[src/rtl/hba_ram.sv]
// Generic single-write, single-read RAM with registered read data.
`timescale 1ns / 1ps
`default_nettype none

module hba_ram #(
  parameter  int WIDTH  = 8,
  parameter  int DEPTH  = 16,
  localparam int ADDR_W = (DEPTH > 1) ? $clog2(DEPTH) : 1
) (
  input  wire logic              clk,
  input  wire logic              we,
  input  wire logic [ADDR_W-1:0] waddr,
  input  wire logic [WIDTH-1:0]  wdata,
  input  wire logic [ADDR_W-1:0] raddr,
  output logic      [WIDTH-1:0]  rdata
);

  logic [WIDTH-1:0] mem [DEPTH];

  always_ff @(posedge clk) begin
    if (we) begin
      mem[waddr] <= wdata;
    end
    rdata <= mem[raddr];
  end

endmodule

`default_nettype wire

[config.mk]
export PLATFORM = sky130hd
export DESIGN_NAME = hba_ram
export DESIGN_NICKNAME = d
export VERILOG_FILES = /design/src/rtl/hba_ram.sv
export SDC_FILE = /design/constraint.sdc
export NUM_CORES = 1
export LEC_CHECK = 0
export ABC_AREA = 1
export BUFFER_PORTS_ARGS = -buffer_cell sky130_fd_sc_hd__buf_4
export CAP_MARGIN = 40
export CORE_UTILIZATION = 49
export CTS_BUF_LIST = sky130_fd_sc_hd__clkbuf_4 sky130_fd_sc_hd__clkbuf_8
export CTS_CLUSTER_SIZE = 40
export DETAILED_ROUTE_END_ITERATION = 10
export HOLD_SLACK_MARGIN = 0.02
export PLACE_DENSITY = 0.68
export SYNTH_ARGS = -nofsm -noshare
export SYNTH_HDL_FRONTEND = slang
export SYNTH_SLANG_ARGS = --single-unit
[constraint.sdc]
create_clock -name clk -period 1 [get_ports clk]
set_input_delay 0.15 -clock clk [delete_from_list [all_inputs] [get_ports clk]]
set_output_delay 0.15 -clock clk [all_outputs]
set_load 0.05 [all_outputs]
### Word-level counts from Yosys, hierarchy flattened

Memory sizes are Yosys's and may differ from the RTL's. A register that Yosys moved wholly into a read port is not among the register bits.
Index checks and enable logic that the tools add are counted.

* muxes and demuxes: 2

Operators by type and width (number)
* 1-bit two-way mux: 2

* bits in registers: 0
* RAM bits: 128
* output and inout port bits: 8
* memories kept: 1

Memory list
* mem: words 16, width 8, read ports 1, clocked after Yosys merged registers in 1, write ports 1, RTL line 18 `logic [WIDTH-1:0] mem [DEPTH];`

### Longest topological paths before layout

Gate-level depths: netlist of run 1.

* word-level depth: 2
* depth in mapped cells: 8

### Worst setup path before layout of run 1

No wires, ideal clock.

* kind: input to register
* start point: in waddr[3]
* end point: mem mem[4][0], enable pin
* library setup time: 0.370 ns
* data arrival time: 0.731 ns
* data required time: 0.630 ns
* path slack: -0.101 ns
* stages on the path: 2
* buffers on the path: 0
* cells stage by stage: nand3b_1 > nor2_1

RTL lines
* start: declaration: RTL line 12 `input wire logic [ADDR_W-1:0] waddr,`
* end: declaration: RTL line 18

No word-level cell before the write port.

### Final worst setup path of run 1

* start point: reg rdata[4], read port of mem
* end point: out rdata[4]

RTL lines
* start: declaration: RTL line 15 `output logic [WIDTH-1:0] rdata`

No word-level cell between the ends.

==> flow_summary.toml, run 1 <==
[cts]
insertion_delay_ps = 440
ctsLongestPathBuffers = 2
clk_pin_slew_worst_paths_ps = 80
cts_setup_buffers = 0
tritoncts = "done"
htreeDepth = 4
clock-sinks = 136
cts_buffers = 17
clockRootBuffer = "clkbuf_8"

[global_route]
antenna_found_initial = 0
overflow = 0
grt_pass1_vias = 3782
grt_pass1_wl_mm = 19.75
grt_usage_pct = 21.74
grt_max_degree = 45

[synthesis]
ys_warn_count = 0
syn-instance-count = 551
synth_area_leaders = "edfxtp_1, nand2_1, nand3_1"
synth_top_cell_area_share_pct = 66.65
synth_cell_types = 12
synth_nets = 569
synth_area_leader_cell = "edfxtp_1"
syn_avg_cell_area_sq_um = 10.47
netlist_area_sq_um = 5767
synth_seq_area_share_pct = 69.43
ys_ff_latch = 136

[timing]
finalHoldViolCount = 0
setup_viol = 8
slew_headroom_pct = 72.94
postLayoutSetupSlackWorst_ps = -83.87
skew_ps = 12.86
timing.fmax_ghz = 0.9226
fin_crit_ps = 1084
drv_slew = 0
holdWs_ps = 37.11
rsz0062_at_grt = "true"
fin_setup_tns_ps = -513.6
tightest_slew_ps = 405.5
min_period_over_period_pct = 108.4

[route]
drt_iter0_drc = 294
drt-total-wl_mm = 12.52
vias = 3866
vias_per_cell = 5.080
drc = 0
dr.pass1.iters = 5
drtAntennaViolNets = 0
wl_per_cell_um = 16.45

[die]
pin_count = 26
die_y_um = 110.5
core-area_sq_um = 11470
num_rows = 39
start_util_pct = 50.29
die-area_sq_um = 12210
dieWidth_um = 110.5

[run]
max_cap_viol_count = 0

[power]
worst_ir_drop_vdd_v = 0.001069
leakage_nw = 3.011
fin_total_pwr_mw = 11.94
power_density_nw_per_um2 = 1720

[setup_path]
regToRegSetupSlack_ps = 20
crit_slowest_cell = "dfxtp_2"
critPathArrivalTime_ps = 930
crit_path_start = "rdata[4]"
critical_path_required_ps = 850
cp_num_buf_inv = 1
path_class = "register to primary output"
reg2reg_depth = 6
critPathMaxFanout = 1
max_stage_delay_ps = 350
crit_chain = "buf_8"
cp-start-kind = "register"
crit_cells = 1
crit_end = "rdata[4]"
reg2reg_to = "rdata[7]"
end_kind = "primary output"
crit_family = "flip-flops"
timing.rr.start = "mem[3][7]"

[final_layout]
n_fill_cell = 924
multiInputGateArea_sq_um = 1364
regArea_sq_um = 4014
finalNonFillerCells = 761
drive_above_1_share_pct = 21.04
areaGrowthSynthToFinish_pct = 20.37
final_core_util_pct = 60.53
fin_area_sq_um = 6942
n_antenna_cell = 0
final_nets = 623

[placement]
portBuffers = 25
placed_cell_area_sq_um = 6335
gp_congestion = 0.8026
pre_cts_ws_ps = -174.9
dp.cells = 727
dp_hpwl_mm = 8.115

[status]
violations = "setup timing"
outcome = "finished with violations"

[min_path]
worstHoldPathType = "input pin to register"
[Yosys cell counts]
master / count
inv_1: 100
edfxtp_1: 128
nand3b_1: 2
buf_1: 1
dfxtp_1: 8
buf_2: 13
nand2_1: 173
nor2_1: 17
inv_2: 2
buf_4: 4
buf_6: 6
nand3_1: 97
[report_power, final]
part / total [mW] / leakage (nW) / internal (mW) / switching [mW]
registers: 6.42 / 1.22 / 6.37 / 0.0503
logic: 1.09 / 1.59 / 0.389 / 0.701
clock network: 4.42 / 0.200 / 2.49 / 1.93
[worst min path at each step]
stage,from,end,cells after the start
after floorplan,wdata[0],mem[0][0],0
after global placement,wdata[5],mem[14][5],1
after detailed placement,wdata[5],mem[14][5],1
after CTS,wdata[1],mem[10][1],1
after global routing,wdata[1],mem[7][1],1
final,wdata[1],mem[10][1],1
[layer usage]
metal / wire length [um] / GRT usage, % / vias to the layer above
li1: - / - / 1879
met1: 5355 / 28.45 / 1825
met2: 6199 / 35.24 / 140
met3: 735 / 4.775 / 22
met4: 229 / 8.978 / 0
met5: 0 / 0 / -
[registers in the layout, summed over array words and instances, names as in the netlist]
register and flops:
rdata 8, mem 128
[final cells by class]
cell class              count  share of cell area, %
clock inverters            12                  1.911
repair buffers             59                  8.832
well taps                 143                  2.578
flip-flops and latches    136                  57.82
clock buffers              20                  3.695
multi-input cells         289                  19.65
inverters                 102                  5.515
[kinds of logic after synthesis]
kind of cell           synth area share [%]
DFF                                   69.43
and+or+nand+nor                       21.05
buffers and inverters                 9.525
[cells in the final DEF, fill, tap and decap left out, drive strengths merged]
master       instances
nor2                17
nand2              173
dfxtp                8
nand3b               2
inv                102
clkinv               8
dlygate4sd3          2
bufinv               3
clkinvlp             1
clkbuf              20
buf                 57
nand3               97
edfxtp             128
[repair_timing]
item | in CTS | in global routing
hold buffers | 2 | 0
pin swaps | 0 | 4
hold endpoints to repair | 17 | 0
gates resized for setup | 22 | 29
setup endpoints to repair | 8 | 16
No activity file was read; power rests on OpenSTA's default activity.
==> run 2, diff against run 1 <==
--- a/config.mk
+++ b/config.mk
@@ -10,10 +10,10 @@
 export CAP_MARGIN = 40
 export CORE_UTILIZATION = 49
 export CTS_BUF_LIST = sky130_fd_sc_hd__clkbuf_4 sky130_fd_sc_hd__clkbuf_8
-export CTS_CLUSTER_SIZE = 40
 export DETAILED_ROUTE_END_ITERATION = 10
 export HOLD_SLACK_MARGIN = 0.02
 export PLACE_DENSITY = 0.68
 export SYNTH_ARGS = -nofsm -noshare
 export SYNTH_HDL_FRONTEND = slang
 export SYNTH_SLANG_ARGS = --single-unit
+export TNS_END_PERCENT = 1
==> flow_summary.toml, run 2 (same netlist as run 1, synthesis figures left out) <==
[die]
die-area_sq_um = 12210
num_rows = 39
pin_count = 26
start_util_pct = 50.29
core-area_sq_um = 11470
dieWidth_um = 110.5
die_y_um = 110.5

[setup_path]
crit_slowest_cell = "dfxtp_4"
critPathMaxFanout = 1
crit_family = "flip-flops"
max_stage_delay_ps = 370
critical_path_required_ps = 850
timing.rr.start = "mem[4][4]"
reg2reg_to = "rdata[4]"
end_kind = "primary output"
path_class = "register to primary output"
reg2reg_depth = 6
cp-start-kind = "register"
critPathArrivalTime_ps = 950
cp_num_buf_inv = 1
regToRegSetupSlack_ps = 10
crit_chain = "buf_8"

[timing]
postLayoutSetupSlackWorst_ps = -97.95
fin_setup_tns_ps = -589.3
finalHoldViolCount = 0
rsz0062_at_grt = "true"
timing.fmax_ghz = 0.9108
tightest_slew_ps = 366.4
drv_slew = 0
slew_headroom_pct = 75.55
setup_viol = 8
holdWs_ps = 43.39
fin_crit_ps = 1098
min_period_over_period_pct = 109.8
skew_ps = 8.916

[route]
vias = 3926
wl_per_cell_um = 17.10
drt-total-wl_mm = 13.03
dr.pass1.iters = 7
vias_per_cell = 5.152
drtAntennaViolNets = 0
drc = 0
drt_iter0_drc = 224

[min_path]
worstHoldPathType = "input pin to register"
holdPathEnd = "rdata[1]"
hold_path_depth = 3
min_from = "raddr[3]"

[cts]
insertion_delay_ps = 440
htreeDepth = 4
cts_buffers = 17
tritoncts = "done"
cts_setup_buffers = 0
ctsLongestPathBuffers = 2
clockRootBuffer = "clkbuf_8"
clk_pin_slew_worst_paths_ps = 70
cts_hold_buf = 0
clock-sinks = 136

[power]
seqPwrFrac_pct = 53.9
clockPowerShare_pct = 36.8
internal-power_mw = 9.157
fin_total_pwr_mw = 11.92
worst_ir_drop_vdd_v = 0.0009143
leakage_nw = 3.016
netSwitchingPower_mw = 2.763
power_density_nw_per_um2 = 1731
p_sw_share_pct = 23.18
combPwrFrac_pct = 9.3

[placement]
portBuffers = 25
dp_hpwl_mm = 8.307
gp_congestion = 0.8748
dp.cells = 730

[final_layout]
final_core_util_pct = 60.07
final_nets = 624
finalNonFillerCells = 762
biggestRegsByFlops = "mem x128, rdata x8"
final_common_cell = "nand2_1"
areaGrowthSynthToFinish_pct = 19.44
drive_above_1_share_pct = 21.00
most-common-layout-cells = "nand2_1, edfxtp_1, inv_1"
regMostFlops = "mem"
largest_reg_flops = 128
n_fill_cell = 944
n_antenna_cell = 0

[global_route]
grt_max_degree = 55
grt_pass1_wl_mm = 20.51
antenna_found_initial = 0
grt_usage_pct = 22.62
overflow = 0
grt_pass1_vias = 3956

[status]
outcome = "finished with violations"
violations = "setup timing"

[run]
max_cap_viol_count = 0
==> run 2: cell types whose count changed in the layout (fill, tap and decap cells not counted), sizes merged <==
cell,delta
buf,+3
bufinv,-1
clkbuf,+2
clkinvlp,+1
dlygate4sd3,-2
clkinv,-2
==> run 2: tightest hold or removal path, stage by stage <==
cell	delay (ps)
buf_4	160
nand3_2	90
nand2_1	40
==> run 2: worst max path at each step <==
stage / end / slack, ps / cells after the start / startpoint
final: rdata[7] / -100 / 1 / rdata[7]
after global routing: rdata[5] / -140 / 1 / rdata[5]
after CTS: rdata[1] / -130 / 1 / rdata[1]
after detailed placement: rdata[4] / -220 / 8 / raddr[0]
after global placement: rdata[1] / -190 / 8 / raddr[0]
after floorplan: mem[4][0] / -100 / 2 / waddr[3]
==> run 2: power groups by stage <==
stage	combinational, mW	clock [mW]	sequential [mW]
5_1_grt	1.19	4.70	6.44
3_5_place_dp	1.00	0	6.54
2_1_floorplan	0.450	0	6.65
4_1_cts	1.05	4.45	6.43
6_report	1.10	4.39	6.43
3_3_place_gp	0.987	0	6.53
==> run 2: final cells by class <==
class / count / area [sq um] / share of cell area [%]
timing repair buffer: 60 / 565.5 / 8.211
clock buffer: 22 / 284.0 / 4.124
tap: 143 / 178.9 / 2.598
multi-input combinational: 289 / 1356 / 19.69
clock inverter: 10 / 103.9 / 1.508
sequential: 136 / 4016 / 58.31
inverter: 102 / 382.9 / 5.559
==> run 2: repair_timing <==
| item | CTS | global route |
|---|---|---|
| resized for setup | 23 | 29 |
| pin swaps | 0 | 7 |
| endpoints found under the setup margin | 9 | 16 |
==> run 2: layer usage <==
layer  up-vias  GRT usage [%]  share of wire [%]
li1       1877              -                  -
met5         -              0                  0
met2       134          36.73                 49
met1      1887          28.60                 42
met3        28          6.037                5.9
met4         0          9.867                2.6
==> run 2: through the flow <==
stage | worst slack, ps | area [sq um]
6_report | -97.95 | 6888
5_1_grt | -139.5 | 6888
4_1_cts | -128.1 | 6746
3_5_place_dp | -222.4 | 6292
3_3_place_gp | -186.6 | 6292
2_1_floorplan | -100.8 | 5767
==> run 3, diff against run 2 <==
==> constraint.sdc (replaced) <==
create_clock -name clk -period 1 [get_ports clk]
set_input_delay 0.2 -clock clk [delete_from_list [all_inputs] [get_ports clk]]
set_output_delay 0.2 -clock clk [all_outputs]
set_load 0.05 [all_outputs]
==> flow_summary.toml, run 3 (same netlist as run 1, synthesis figures left out) <==
[status]
outcome = "finished with violations"
violations = "setup timing"

[setup_path]
critical_path_required_ps = 800
max_stage_delay_ps = 360
critPathMaxFanout = 1
cp_num_buf_inv = 1
crit_family = "flip-flops"
cp-start-kind = "register"
crit_slowest_cell = "dfxtp_2"
end_kind = "primary output"
path_class = "register to primary output"
critPathArrivalTime_ps = 940
crit_chain = "buf_8"

[cts]
clockRootBuffer = "clkbuf_8"
cts_buffers = 17
clock-sinks = 136
htreeDepth = 4
clk_pin_slew_worst_paths_ps = 70
cts_setup_buffers = 0
tritoncts = "done"
ctsLongestPathBuffers = 2
cts_hold_buf = 0
insertion_delay_ps = 440

[die]
start_util_pct = 50.29
core-area_sq_um = 11470
die_y_um = 110.5
dieWidth_um = 110.5
num_rows = 39
die-area_sq_um = 12210
pin_count = 26

[final_layout]
final_core_util_pct = 60.40
areaGrowthSynthToFinish_pct = 20.11
multiInputGateArea_sq_um = 1359
biggestRegsByFlops = "mem x128, rdata x8"
n_antenna_cell = 0
largest_reg_flops = 128
fin_area_sq_um = 6927
regArea_sq_um = 4014
drive_above_1_share_pct = 21.30
n_fill_cell = 880
regMostFlops = "mem"
most-common-layout-cells = "nand2_1, edfxtp_1, inv_1"
final_common_cell = "nand2_1"
finalNonFillerCells = 758
final_nets = 620

[placement]
portBuffers = 25
pre_cts_ws_ps = -258.4
gp_congestion = 0.8614
dp_hpwl_mm = 8.013
placed_cell_area_sq_um = 6295
dp.cells = 726

[run]
max_cap_viol_count = 0

[power]
power_density_nw_per_um2 = 1803
internal-power_mw = 9.591
clockPowerShare_pct = 39.9
p_sw_share_pct = 23.20
seqPwrFrac_pct = 51.4
leakage_nw = 3.010
worst_ir_drop_vdd_v = 0.001056
combPwrFrac_pct = 8.7
netSwitchingPower_mw = 2.897

[route]
drtAntennaViolNets = 0
vias_per_cell = 5.132
drc = 0
drt-total-wl_mm = 12.55
vias = 3890
dr.pass1.iters = 7
wl_per_cell_um = 16.55
drt_iter0_drc = 265

[timing]
fin_crit_ps = 1142
holdWs_ps = 96.83
postLayoutSetupSlackWorst_ps = -141.9
rsz0062_at_grt = "true"
setup_viol = 9
tightest_slew_ps = 302.9
min_period_over_period_pct = 114.2
timing.fmax_ghz = 0.8757
slew_headroom_pct = 79.79
drv_slew = 0
skew_ps = 9.926
finalHoldViolCount = 0

[global_route]
grt_usage_pct = 21.85
overflow = 0
grt_pass1_wl_mm = 19.82
grt_max_degree = 33
antenna_found_initial = 0
grt_pass1_vias = 3780

[min_path]
worstHoldPathType = "input pin to register"
## run 3: changes by cell type in the layout (fill, tap and decap cells not counted), moves of 4 or more
cell and change:
nor2_1 -8, buf_4 -5, nor2_2 +8, clkinv_2 -4
## run 3: power groups by stage
stage                     sequential, mW  combinational, mW  clock (mW)
after floorplan                     6.65              0.456           0
after global placement              6.53              0.997           0
after detailed placement            6.53               1.01           0
after CTS                           6.42               1.04        5.04
after global routing                6.43               1.18        5.26
final                               6.42               1.09        4.98
## run 3: stage by stage
step | setup TNS (ps) | total power, mW
final | -936.7 | 12.49
after floorplan | -12320 | 7.108
after global routing | -1389 | 12.87
after detailed placement | -27950 | 7.536
after global placement | -26440 | 7.525
after CTS | -1172 | 12.51
## run 3: final cells by class
class	instances	share of cell area, %
sequential	136	57.95
clock inverter	13	2.782
multi-input combinational	289	19.62
tap	143	2.583
clock buffer	19	3.685
timing repair buffer	56	7.858
inverter	102	5.527
## run 3: layer usage
metal	wire, um	global-route usage [%]	share of wire (%)
met4	318	10.40	2.5
met5	0	0	0
met2	6015	34.16	48
met3	793	4.226	6.3
met1	5420	29.54	43
## run 3: timing repair
action / CTS / global route
setup endpoints to repair: 10 / 16
resized for setup: 20 / 26
gates cloned: 0 / 0
pin swaps: 1 / 2
## run 3: final timing paths
kind / slack [ps] / endpoint / depth (start not counted) / from
setup / recovery: -140 / rdata[7] / 1 / rdata[7]
hold / removal: 100 / rdata[7] / 3 / raddr[3]
hold reg to reg: 690 / rdata[2] / 6 / mem[12][2]
setup reg to reg: -30 / rdata[6] / 6 / mem[8][6]
